==> src/rtl/bcp_pkg.sv <==
package bcp_pkg;

  localparam int CIU_W    = 5;
  localparam int VALUE_W  = 32;
  localparam int LABEL_W  = 8;
  localparam int SLOT_IN_W = 4;
  localparam int BAND_IN_W = 3;

  localparam logic CMD_LOAD   = 1'b0;
  localparam logic CMD_SAMPLE = 1'b1;

  localparam logic REG_CLASSES_IN_USE = 1'b0;

  // table write port, addresses travel separately as their widths follow parameters
  typedef struct packed {
    logic               bound_en;
    logic               label_en;
    logic [VALUE_W-1:0] low;
    logic [VALUE_W-1:0] high;
    logic [LABEL_W-1:0] label;
  } tbl_wr_t;

  typedef struct packed {
    logic [VALUE_W-1:0] low;
    logic [VALUE_W-1:0] high;
    logic [LABEL_W-1:0] label;
  } tbl_rd_t;

  typedef struct packed {
    logic               valid;
    logic               found;
    logic [LABEL_W-1:0] pixel_class;
  } scan_res_t;

endpackage

==> src/rtl/bcp_scan.sv <==
module bcp_scan import bcp_pkg::*; #(
  parameter int MAX_CLASSES = 16,
  parameter int MAX_BANDS   = 8
) (
  input  logic                                       clk,
  input  logic                                       rst_n,
  input  logic                                       in_valid,
  output logic                                       in_stall,
  input  logic                                       in_cmd,
  input  logic [SLOT_IN_W-1:0]                       in_slot,
  input  logic [BAND_IN_W-1:0]                       in_band,
  input  logic signed [VALUE_W-1:0]                  in_box_low,
  input  logic signed [VALUE_W-1:0]                  in_box_high,
  input  logic [LABEL_W-1:0]                         in_class_label,
  input  logic signed [VALUE_W-1:0]                  in_sample,
  input  logic                                       in_last_band,
  input  logic [CIU_W-1:0]                           classes_in_use,
  output tbl_wr_t                                    wr,
  output logic [$clog2(MAX_CLASSES*MAX_BANDS)-1:0]   wr_baddr,
  output logic [$clog2(MAX_CLASSES)-1:0]             wr_slot,
  output logic                                       rd_en,
  output logic [$clog2(MAX_CLASSES*MAX_BANDS)-1:0]   rd_baddr,
  output logic [$clog2(MAX_CLASSES)-1:0]             rd_slot,
  input  tbl_rd_t                                    rd,
  output scan_res_t                                  res,
  input  logic                                       res_ready
);

  localparam int ADDR_W = $clog2(MAX_CLASSES * MAX_BANDS);
  localparam int SLOT_W = $clog2(MAX_CLASSES);
  localparam int BAND_W = (MAX_BANDS > 1) ? $clog2(MAX_BANDS) : 1;
  localparam logic [SLOT_W-1:0] LAST_IDX = SLOT_W'(MAX_CLASSES - 1);

  localparam logic [1:0] S_IDLE = 2'd0;
  localparam logic [1:0] S_SCAN = 2'd1;
  localparam logic [1:0] S_WAIT = 2'd2;
  localparam logic [1:0] S_DONE = 2'd3;

  logic [1:0]               state_r, state_nxt;
  logic [SLOT_W-1:0]        idx_r, idx_nxt;
  logic                     vld_d_r;
  logic [SLOT_W-1:0]        idx_d_r;
  logic [MAX_CLASSES-1:0]   flags_r, flags_nxt;
  logic                     found_r, found_nxt;
  logic [LABEL_W-1:0]       class_r, class_nxt;
  logic signed [VALUE_W-1:0] sample_r;
  logic [BAND_W-1:0]        band_r;
  logic                     band_ok_r;
  logic                     last_r;

  logic              accept;
  logic              slot_ok;
  logic              band_ok;
  logic [BAND_W-1:0] band_sel;
  logic [SLOT_W-1:0] slot_sel;
  logic              in_box;
  logic              hit;
  logic              slot_used;

  assign slot_ok  = 32'(in_slot) < MAX_CLASSES;
  assign band_ok  = 32'(in_band) < MAX_BANDS;
  assign band_sel = band_ok ? BAND_W'(in_band) : '0;
  assign slot_sel = slot_ok ? SLOT_W'(in_slot) : '0;

  assign in_stall = (state_r != S_IDLE);
  assign accept   = in_valid && !in_stall;

  // load words write straight into the table
  assign wr.bound_en = accept && (in_cmd == CMD_LOAD) && slot_ok && band_ok;
  assign wr.label_en = accept && (in_cmd == CMD_LOAD) && slot_ok;
  assign wr.low      = in_box_low;
  assign wr.high     = in_box_high;
  assign wr.label    = in_class_label;
  assign wr_baddr    = ADDR_W'(32'(slot_sel) * MAX_BANDS + 32'(band_sel));
  assign wr_slot     = slot_sel;

  // one slot per cycle from the bound memory
  assign rd_en    = (state_r == S_SCAN);
  assign rd_baddr = ADDR_W'(32'(idx_r) * MAX_BANDS + 32'(band_r));
  assign rd_slot  = idx_r;

  assign in_box    = (sample_r > $signed(rd.low)) && (sample_r < $signed(rd.high));
  assign hit       = flags_r[idx_d_r] && (!band_ok_r || in_box);
  assign slot_used = 32'(idx_d_r) < 32'(classes_in_use);

  assign res.valid       = (state_r == S_DONE) && last_r;
  assign res.found       = found_r;
  assign res.pixel_class = class_r;

  always_comb begin
    state_nxt = state_r;
    idx_nxt   = idx_r;
    flags_nxt = flags_r;
    found_nxt = found_r;
    class_nxt = class_r;

    if (vld_d_r) begin
      if (band_ok_r) begin
        flags_nxt[idx_d_r] = hit;
      end
      // first slot still inside wins
      if (hit && slot_used && !found_r) begin
        found_nxt = 1'b1;
        class_nxt = rd.label;
      end
    end

    case (state_r)
      S_IDLE: begin
        if (accept && (in_cmd == CMD_SAMPLE)) begin
          state_nxt = S_SCAN;
          idx_nxt   = '0;
          found_nxt = 1'b0;
          class_nxt = '0;
        end
      end
      S_SCAN: begin
        idx_nxt = idx_r + 1'b1;
        if (idx_r == LAST_IDX) begin
          state_nxt = S_WAIT;
        end
      end
      S_WAIT: begin
        state_nxt = S_DONE;
      end
      S_DONE: begin
        if (!last_r) begin
          state_nxt = S_IDLE;
        end else if (res_ready) begin
          state_nxt = S_IDLE;
          flags_nxt = '1;
        end
      end
      default: begin
        state_nxt = S_IDLE;
      end
    endcase
  end

  always_ff @(posedge clk) begin
    if (!rst_n) begin
      state_r <= S_IDLE;
      vld_d_r <= 1'b0;
      flags_r <= '1;
      found_r <= 1'b0;
      class_r <= '0;
    end else begin
      state_r <= state_nxt;
      vld_d_r <= rd_en;
      flags_r <= flags_nxt;
      found_r <= found_nxt;
      class_r <= class_nxt;
    end
  end

  always_ff @(posedge clk) begin
    idx_r   <= idx_nxt;
    idx_d_r <= idx_r;
    if (accept && (in_cmd == CMD_SAMPLE)) begin
      sample_r  <= in_sample;
      band_r    <= band_sel;
      band_ok_r <= band_ok;
      last_r    <= in_last_band;
    end
  end

endmodule

==> config.mk <==
export PLATFORM = sky130hd
export DESIGN_NAME = bcp_scan
export DESIGN_NICKNAME = d
export VERILOG_FILES = /design/src/rtl/bcp_pkg.sv /design/src/rtl/bcp_scan.sv
export SDC_FILE = /design/constraint.sdc
export NUM_CORES = 1
export LEC_CHECK = 0
export ABC_AREA = 0
export BUFFER_PORTS_ARGS = -buffer_cell sky130_fd_sc_hd__buf_2
export CORE_ASPECT_RATIO = 0.9
export CORE_MARGIN = 3
export CORE_UTILIZATION = 26
export CTS_CLUSTER_SIZE = 12
export DETAILED_ROUTE_END_ITERATION = 12
export SLEW_MARGIN = 20
export SYNTH_ARGS = -nofsm -noshare
export SYNTH_HDL_FRONTEND = slang
export SYNTH_SLANG_ARGS = --single-unit
==> constraint.sdc <==
create_clock -name clk -period 3.1 [get_ports clk]
set_input_delay 0.155 -clock clk [delete_from_list [all_inputs] [get_ports clk]]
set_output_delay 0.155 -clock clk [all_outputs]
set_load 0.005 [all_outputs]
Word level (Yosys, flattened, before mapping)
Index checks and enable logic that the tools add are counted.

cells by class
  reduce and logical (&&, ||, !) cells = 16
  mux-type cells = 24
  bitwise logic cells = 1
  add/sub/neg operators = 3
  eq/ne operators = 7
  order comparisons = 5

operators by type and width
  kind                                                                count
  two-way mux 16 bit                                                  4
  greater-than comparator 32 bit                                      1
  < comparator 32 bit                                                 1
  two-way mux 8 bit                                                   4
  bitwise mux 16 bit                                                  1
  adder 7 x 3 -> 7 bit                                                2
  logical AND 1 bit                                                   9
  two-way mux 2 bit                                                   4
  one-hot mux 2 bit (4 select lines)                                  1
  one-hot mux 4 bit (2 select lines)                                  1
  two-way mux 1 bit                                                   6
  < comparator 4 x 5 -> 1 bit                                         1
  < comparator 4 x 5 -> 1 bit (second input constant)                 1
  adder 4 x 1 -> 4 bit (second input constant)                        1
  binary-select mux 1 bit (select 4 bit)                              1
  demux 1 bit (select 4 bit)                                          1
  equality test 2 bit (second input constant)                         2
  equality test 4 bit (second input constant)                         1
  greater-or-equal comparator 4 x 1 -> 1 bit (second input constant)  1
  two-way mux 4 bit                                                   1
  nonzero test 2 bit                                                  2
  inequality test 3 bit (second input constant)                       1
  AND reduction 3 bit                                                 1
  equality test 2 x 1 -> 1 bit (second input constant)                1
  other kinds (6)                                                     7

storage, ports and cells
  word-level logic and storage cells = 66
  input port bits = 194
  register bits after elaboration = 72

Logic depth before layout (Yosys ltp)
Gate-level depths: netlist (run 1).

  depth in word-level cells = 9
  mapped depth = 11

Worst setup path before layout (run 1)
Ideal clock, no wire load.

  path type = register to register
  start = register sample_r[14]
  end = register flags_r[12]
  data arrival time = 2.634 ns
  library setup time = 0.067 ns
  cell stages (with the launch flop) = 11
  period minus slack after synthesis = 2.701 ns
  setup slack = 0.399 ns
  required time = 3.033 ns
  path through = edfxtp_1 ha_1 nand4_1 or4_1 a21o_1 a31oi_2 nor2_1 or4b_1 buf_2 buf_6 o21ai_2

on the way
  longest elaborated chain between the ends = 8
  elaborated cells between the ends (all ways) = 9
  those cells by class = order compare: 2; mux: 5; reduce/logical: 2

RTL lines
  item                                                                          line             text
  start: declaration                                                            bcp_scan.sv:46   logic signed [VALUE_W-1:0] sample_r;
  start signal: assignment                                                      bcp_scan.sv:160  sample_r <= in_sample;
  greater-than comparator 32 bit / < comparator 32 bit (equally long branches)  bcp_scan.sv:82   assign in_box = (sample_r > $signed(rd.low)) && (sample_r < $signed(rd.high));
  logical AND 1 bit (*)                                                         bcp_scan.sv:82
  logical AND 1 bit (*)                                                         bcp_scan.sv:83   assign hit = flags_r[idx_d_r] && (!band_ok_r || in_box);
  bitwise mux 16 bit (*)                                                        bcp_scan.sv:99   flags_nxt[idx_d_r] = hit;
  two-way mux 16 bit (*)                                                        bcp_scan.sv:97   if (vld_d_r) begin
  two-way mux 16 bit                                                            bcp_scan.sv:129  end else if (res_ready) begin
  two-way mux 16 bit                                                            bcp_scan.sv:127  if (!last_r) begin
  two-way mux 16 bit (*)                                                        bcp_scan.sv:108  case (state_r)
  end signal: assignment                                                        bcp_scan.sv:150  flags_r <= flags_nxt;
  end: declaration                                                              bcp_scan.sv:43   logic [MAX_CLASSES-1:0] flags_r, flags_nxt;

Every way passes the cells marked *; elsewhere a longest branch is shown, timed or not.
A chain may end at the register's enable or synchronous reset.

Final worst setup path (run 1)
  start = register sample_r[11]
  end = register flags_r[2]

The elaborated chain is that of the path after synthesis.

==> results of run 1 <==
-- critical path, stage by stage, from the launching register on --
cell	delay, ns
edfxtp_1	0.39
ha_1	0.33
a21oi_1	0.16
o21ai_0	0.09
a21oi_1	0.28
a31oi_1	0.16
o41a_1	0.51
or4b_4	0.58
buf_12	0.17
o21ai_0	0.17
-- what timing repair did --
| action | CTS | global route |
|---|---|---|
| setup endpoints to repair | 8 | 15 |
| resized for setup | 1 | 3 |
| hold endpoints to repair | 33 | 1 |
| hold buffers | 33 | 1 |
-- layer usage --
metal	wire length [um]	vias to the layer above
li1	-	1956
met1	5620	1662
met2	6710	170
met3	1190	31
met4	314	2
met5	11	-
-- worst min-delay path by stage --
stage	end	slack, ns	depth (start not counted)
global placement	wr[17]	0.31	0
global route	band_r[2]	0.004	1
floorplan	band_r[0]	0.25	0
detailed placement	wr[17]	0.31	0
CTS	band_r[2]	0.003	1
finish	band_r[2]	0.02	1
-- registers in the layout, indices dropped and copies added, names as in the netlist --
name / flops
found_r: 1
band_r: 3
last_r: 1
state_r: 2
sample_r: 32
flags_r: 16
rd_slot: 4
vld_d_r: 1
idx_d_r: 4
class_r: 8
-- where the power goes --
group / leakage [nW] / switching, mW / internal (mW) / total [mW]
logic: 2.11 / 0.463 / 0.411 / 0.874
registers: 0.633 / 0.118 / 1.15 / 1.27
clock network: 0.148 / 0.409 / 0.613 / 1.02
-- metrics by stage --
| stage | instances | cell area, um2 | setup WS [ns] | TNS (ns) |
|---|---|---|---|---|
| after floorplan | 536 | 5090 | 0.399 | 0 |
| after global placement | 835 | 5490 | 0.0367 | 0 |
| after detailed placement | 835 | 5490 | -0.0395 | -0.142 |
| after CTS | 884 | 6120 | 0.0370 | 0 |
| after global routing | 886 | 6150 | 0.0129 | 0 |
| final | 887 | 6150 | 0.164 | 0 |
-- layout make-up --
class	count	area (um2)
Clock buffer	12	268
Antenna cell	2	5.00
Multi-Input combinational cell	293	2290
Fill cell	1966	12700
Tap cell	245	307
Timing Repair Buffer	185	1140
Sequential cell	72	1840
Inverter	74	278
Clock inverter	4	25.0
-- layout by cell type, fill, tap and decap left out, drive strengths merged, types with 4 or more instances in the layout --
cell type    instances
a21o                 5
a21oi               41
and2                 5
buf                151
clkbuf              12
dfxtp               32
dlygate4sd3         34
edfxtp              40
ha                  71
inv                 76
mux2i                9
mux4                 4
nand2               52
nand2b               5
nand3               11
nand4                9
nor2                12
nor2b                5
o21ai               27
-- kinds of logic (layout without fill, tap and decap cells) --
logic type / count (synthesis) / after routing / synth area share (%)
AOI/OAI and AO/OA: 95 / 95 / 12.3
xor gates and xnor gates: 2 / 2 / 0.344
adders and majority gates: 71 / 71 / 17.4
buffers and inverters: 171 / 275 / 19.4
DFF: 72 / 72 / 36.2
muxes: 13 / 13 / 3.54
other: 0 / 2 / 0
and+or+nand+nor: 112 / 112 / 10.9
==> impl_metrics.py, run 1 <==
metrics = {
    "place": {
        "dp_hpwl_um": 11400,
        "gp_congestion": 0.829,
        "io_buffers": 145,
    },
    "synthesis": {
        "ys_seq_elements": 72,
        "yosysMostFrequentCell": "buf_4",
        "synth_edf_count": 40,
        "synthTopCellsByCount": "buf_4, inv_1, ha_1, nand2_1, a21oi_1",
        "syn_nets": 801,
        "synth_area_um2": 5090,
        "synth_cells": 536,
        "ys_top_cells_by_area": "edfxtp_1, ha_1, buf_4",
        "syn-mean-instance-area_um2": 9.50,
        "yosys.area.top_type": "edfxtp_1",
        "synthDistinctLibCells": 53,
        "ys.flop_type": "edfxtp_1",
        "synth_warnings": 0,
        "synthArstFlopShare_pct": 0,
        "yosysSeqAreaShare_pct": 36.2,
        "synth_top_area_share_pct": 23.6,
    },
    "flow_run": {
        "cap_violations": 0,
    },
    "clocking": {
        "cts_setup_buffers": 0,
        "clockRootBuffer": "clkbuf_16",
        "cts_tree": "built",
        "clock-sinks": 72,
        "numCtsBuffers": 9,
        "clkTransAtPathRegs_ns": 0.06,
        "htreeDepth": 3,
        "clock_latency_ns": 0.34,
        "clockBufferDepth": 2,
    },
    "grt": {
        "use_met3_pct": 5.05,
        "grt_remaining_overflow": 0,
        "busiest_layer": "met2",
        "grt_max_degree": 20,
        "grt_pass1_wl_um": 21600,
        "grt_use_total_pct": 12.8,
        "grtUsageMet2_pct": 21.6,
        "grt_pass1_vias": 4041,
        "met1_usage_pct": 15.2,
        "antenna_found_initial": 2,
    },
    "timing": {
        "period_share_pct": 94.7,
        "fmax_mhz": 341,
        "worstMarginPinSlew_ns": 0.641,
        "hold_viol": 0,
        "rsz0062_at_grt": "false",
        "finClkSkew_ns": 0.00647,
        "slew_headroom_pct": 57.3,
        "report.final.slew_viol_count": 0,
        "period_needed_ns": 2.94,
        "finalSetupViolCount": 0,
        "holdWs_ns": 0.0190,
    },
    "die": {
        "die_h_um": 139,
        "die_area_um2": 21300,
        "core_area_um2": 18800,
        "dieWidth_um": 154,
        "ios": 302,
        "start_util_pct": 27.1,
        "fp-row-count": 47,
    },
    "critical_path": {
        "arrival_ns": 3.19,
        "r2r-end": "flags_r[2]",
        "crit_fanout": 16,
        "critPathKind": "register to register",
        "r2r_slack_ns": 0.16,
        "r2r_start": "sample_r[11]",
        "worstSetupEndpointType": "register",
        "worstSetupStartpointType": "register",
        "cp.required_ns": 3.35,
        "endpoint": "flags_r[2]",
        "r2r_cells": 9,
        "critPathLaunch": "sample_r[11]",
    },
    "worst_hold_path": {
        "hold_class": "input pin to register",
        "min_from": "in_band[2]",
    },
    "layout": {
        "drive_above_1_share_pct": 29.4,
        "num-nets-final": 900,
        "utilization_pct": 32.7,
        "area_delta_synth_final_pct": 20.7,
    },
    "drt": {
        "drt_iter0_markers": 145,
        "firstDrtPassIters": 5,
        "route.detailed.drc": 0,
        "wl_per_cell_um": 15.6,
        "ant_nets": 0,
        "via_per_inst": 4.31,
        "drt_wl_total_um": 13900,
        "vias": 3821,
    },
    "run_status": {
        "outcome": "finished clean",
    },
    "power_and_ir_drop": {
        "power.density_nw_per_um2": 515,
        "ir_drop_mv": 0.295,
        "p_total_mw": 3.17,
        "p_leak_nw": 2.89,
    },
}
No activity file was read; power rests on OpenSTA's default activity.
==> inputs of run 2 (changes only) <==
==> constraint.sdc (replaced) <==
create_clock -name clk -period 3.1 [get_ports clk]
set_input_delay 0.775 -clock clk [delete_from_list [all_inputs] [get_ports clk]]
set_output_delay 0.775 -clock clk [all_outputs]
set_load 0.005 [all_outputs]
==> impl_metrics.py, run 2 (synthesized netlist as in run 1, its figures left out) <==
metrics = {
    "run_status": {
        "outcome": "finished clean",
    },
    "timing": {
        "worstMarginPinSlew_ns": 0.647,
        "fmax_mhz": 342,
        "period_share_pct": 94.3,
        "report.final.slew_viol_count": 0,
        "setup_tns_ns": 0,
        "holdWs_ns": 0.459,
        "rsz0062_at_grt": "false",
        "period_needed_ns": 2.92,
        "fin_ws_ns": 0.176,
        "slew_headroom_pct": 56.9,
        "finalSetupViolCount": 0,
        "finClkSkew_ns": 0.00655,
        "hold_viol": 0,
    },
    "drt": {
        "vias": 3759,
        "route.detailed.drc": 0,
        "wl_per_cell_um": 14.8,
        "drt_wl_total_um": 12800,
        "ant_nets": 0,
        "via_per_inst": 4.34,
        "firstDrtPassIters": 4,
        "drt_iter0_markers": 149,
    },
    "grt": {
        "grt_max_degree": 23,
        "antenna_found_initial": 1,
        "grt_remaining_overflow": 0,
        "grt_pass1_wl_um": 19500,
        "grt_use_total_pct": 11.7,
        "grt_pass1_vias": 3735,
    },
    "place": {
        "io_buffers": 145,
        "postPlaceCellArea_um2": 5610,
        "pre_cts_ws_ns": -0.366,
        "dp_hpwl_um": 10700,
        "placedCellCount": 851,
        "gp_congestion": 0.753,
    },
    "layout": {
        "regMostFlops": "sample_r",
        "layout_commonest_cell": "buf_2",
        "drive_above_1_share_pct": 32.8,
        "layout_common_cells": "buf_2, inv_1, ha_1",
        "antenna_cells": 0,
        "area_delta_synth_final_pct": 15.9,
        "multi_input_area_um2": 2280,
        "fin_area_um2": 5900,
        "nFillCells": 2006,
        "num-nets-final": 882,
        "largest_reg_flops": 32,
        "instances_no_fill": 867,
        "utilization_pct": 31.4,
        "register_area_um2": 1840,
        "top_regs": "sample_r: 32 flops, flags_r: 16 flops, class_r: 8 flops",
    },
    "die": {
        "fp-row-count": 47,
        "start_util_pct": 27.1,
        "die_area_um2": 21300,
        "core_area_um2": 18800,
        "ios": 302,
        "dieWidth_um": 154,
        "die_h_um": 139,
    },
    "critical_path": {
        "critical-path-top-delay-family": "simple AND/OR/NAND/NOR gates",
        "arrival_ns": 3.18,
        "worstSetupEndpointType": "register",
        "cpPeakStageDelay_ns": 0.52,
        "crit_fanout": 16,
        "critPathBufInv": 5,
        "cp_slowest_cell": "or4b_1",
        "cp.required_ns": 3.36,
        "critPathKind": "input pin to register",
        "worstSetupStartpointType": "input pin",
        "path_cells": "buf_2, inv_1, ha_1, nand4_1, buf_4, nor2_1, a2bb2oi_2, a31oi_4, buf_4, o21ba_2, or4b_1, buf_6, o21ai_0",
        "critPathMostFrequentCell": "buf_4",
    },
    "power_and_ir_drop": {
        "p_total_mw": 3.12,
        "ir_drop_mv": 0.300,
        "p_leak_nw": 2.81,
        "power.density_nw_per_um2": 529,
    },
    "clocking": {
        "htreeDepth": 3,
        "clockBufferDepth": 2,
        "clockRootBuffer": "clkbuf_16",
        "cts_hold_buf": 0,
        "numCtsBuffers": 9,
        "clock-sinks": 72,
        "cts_tree": "built",
        "clock_latency_ns": 0.34,
        "clkTransAtPathRegs_ns": 0.06,
    },
    "flow_run": {
        "cap_violations": 0,
    },
    "worst_hold_path": {
        "hold_class": "register to register",
    },
}
-- run 2: layer usage --
metal / wire [um] / GRT usage [%]
met1: 5560 / 14.6
met2: 6010 / 19.0
met4: 313 / 3.62
met3: 958 / 3.99
met5: 7 / 0
-- run 2: worst paths after layout --
kind                            cells past startpoint          from  slack [ns]    endpoint
worst min-delay path                                2    class_r[0]        0.46  class_r[0]
worst max-delay path                               13        rd[54]        0.18  flags_r[0]
worst min register to register                      2    class_r[0]        0.46  class_r[0]
worst max register to register                     11  sample_r[14]        0.29  flags_r[0]
-- run 2: what timing repair did --
action                                  CTS  global route
pin swaps                                 0             2
hold endpoints to repair                  0             0
buffers inserted                          0             0
endpoints found under the setup margin    1            19
resized for setup                         1             3
-- run 2: power by group --
group / internal [mW] / switching, mW
Combinational: 0.405 / 0.451
Clock: 0.564 / 0.427
Sequential: 1.15 / 0.122
Total: 2.12 / 0.999
-- run 2: final cells by class --
class | instances | area share, %
multi-input combinational | 293 | 38.7
sequential | 72 | 31.2
timing repair buffer | 167 | 15.6
tap | 245 | 5.19
inverter | 74 | 4.70
clock buffer | 11 | 4.11
clock inverter | 5 | 0.530
-- run 2: worst reg2reg max path, cell delays in order (launching register included) --
cell	delay (ns)
edfxtp_1	0.42
ha_1	0.31
nand4_1	0.20
buf_4	0.16
nor2_1	0.05
a2bb2oi_2	0.24
a31oi_4	0.13
buf_4	0.15
o21ba_2	0.19
or4b_1	0.52
buf_6	0.19
o21ai_0	0.17
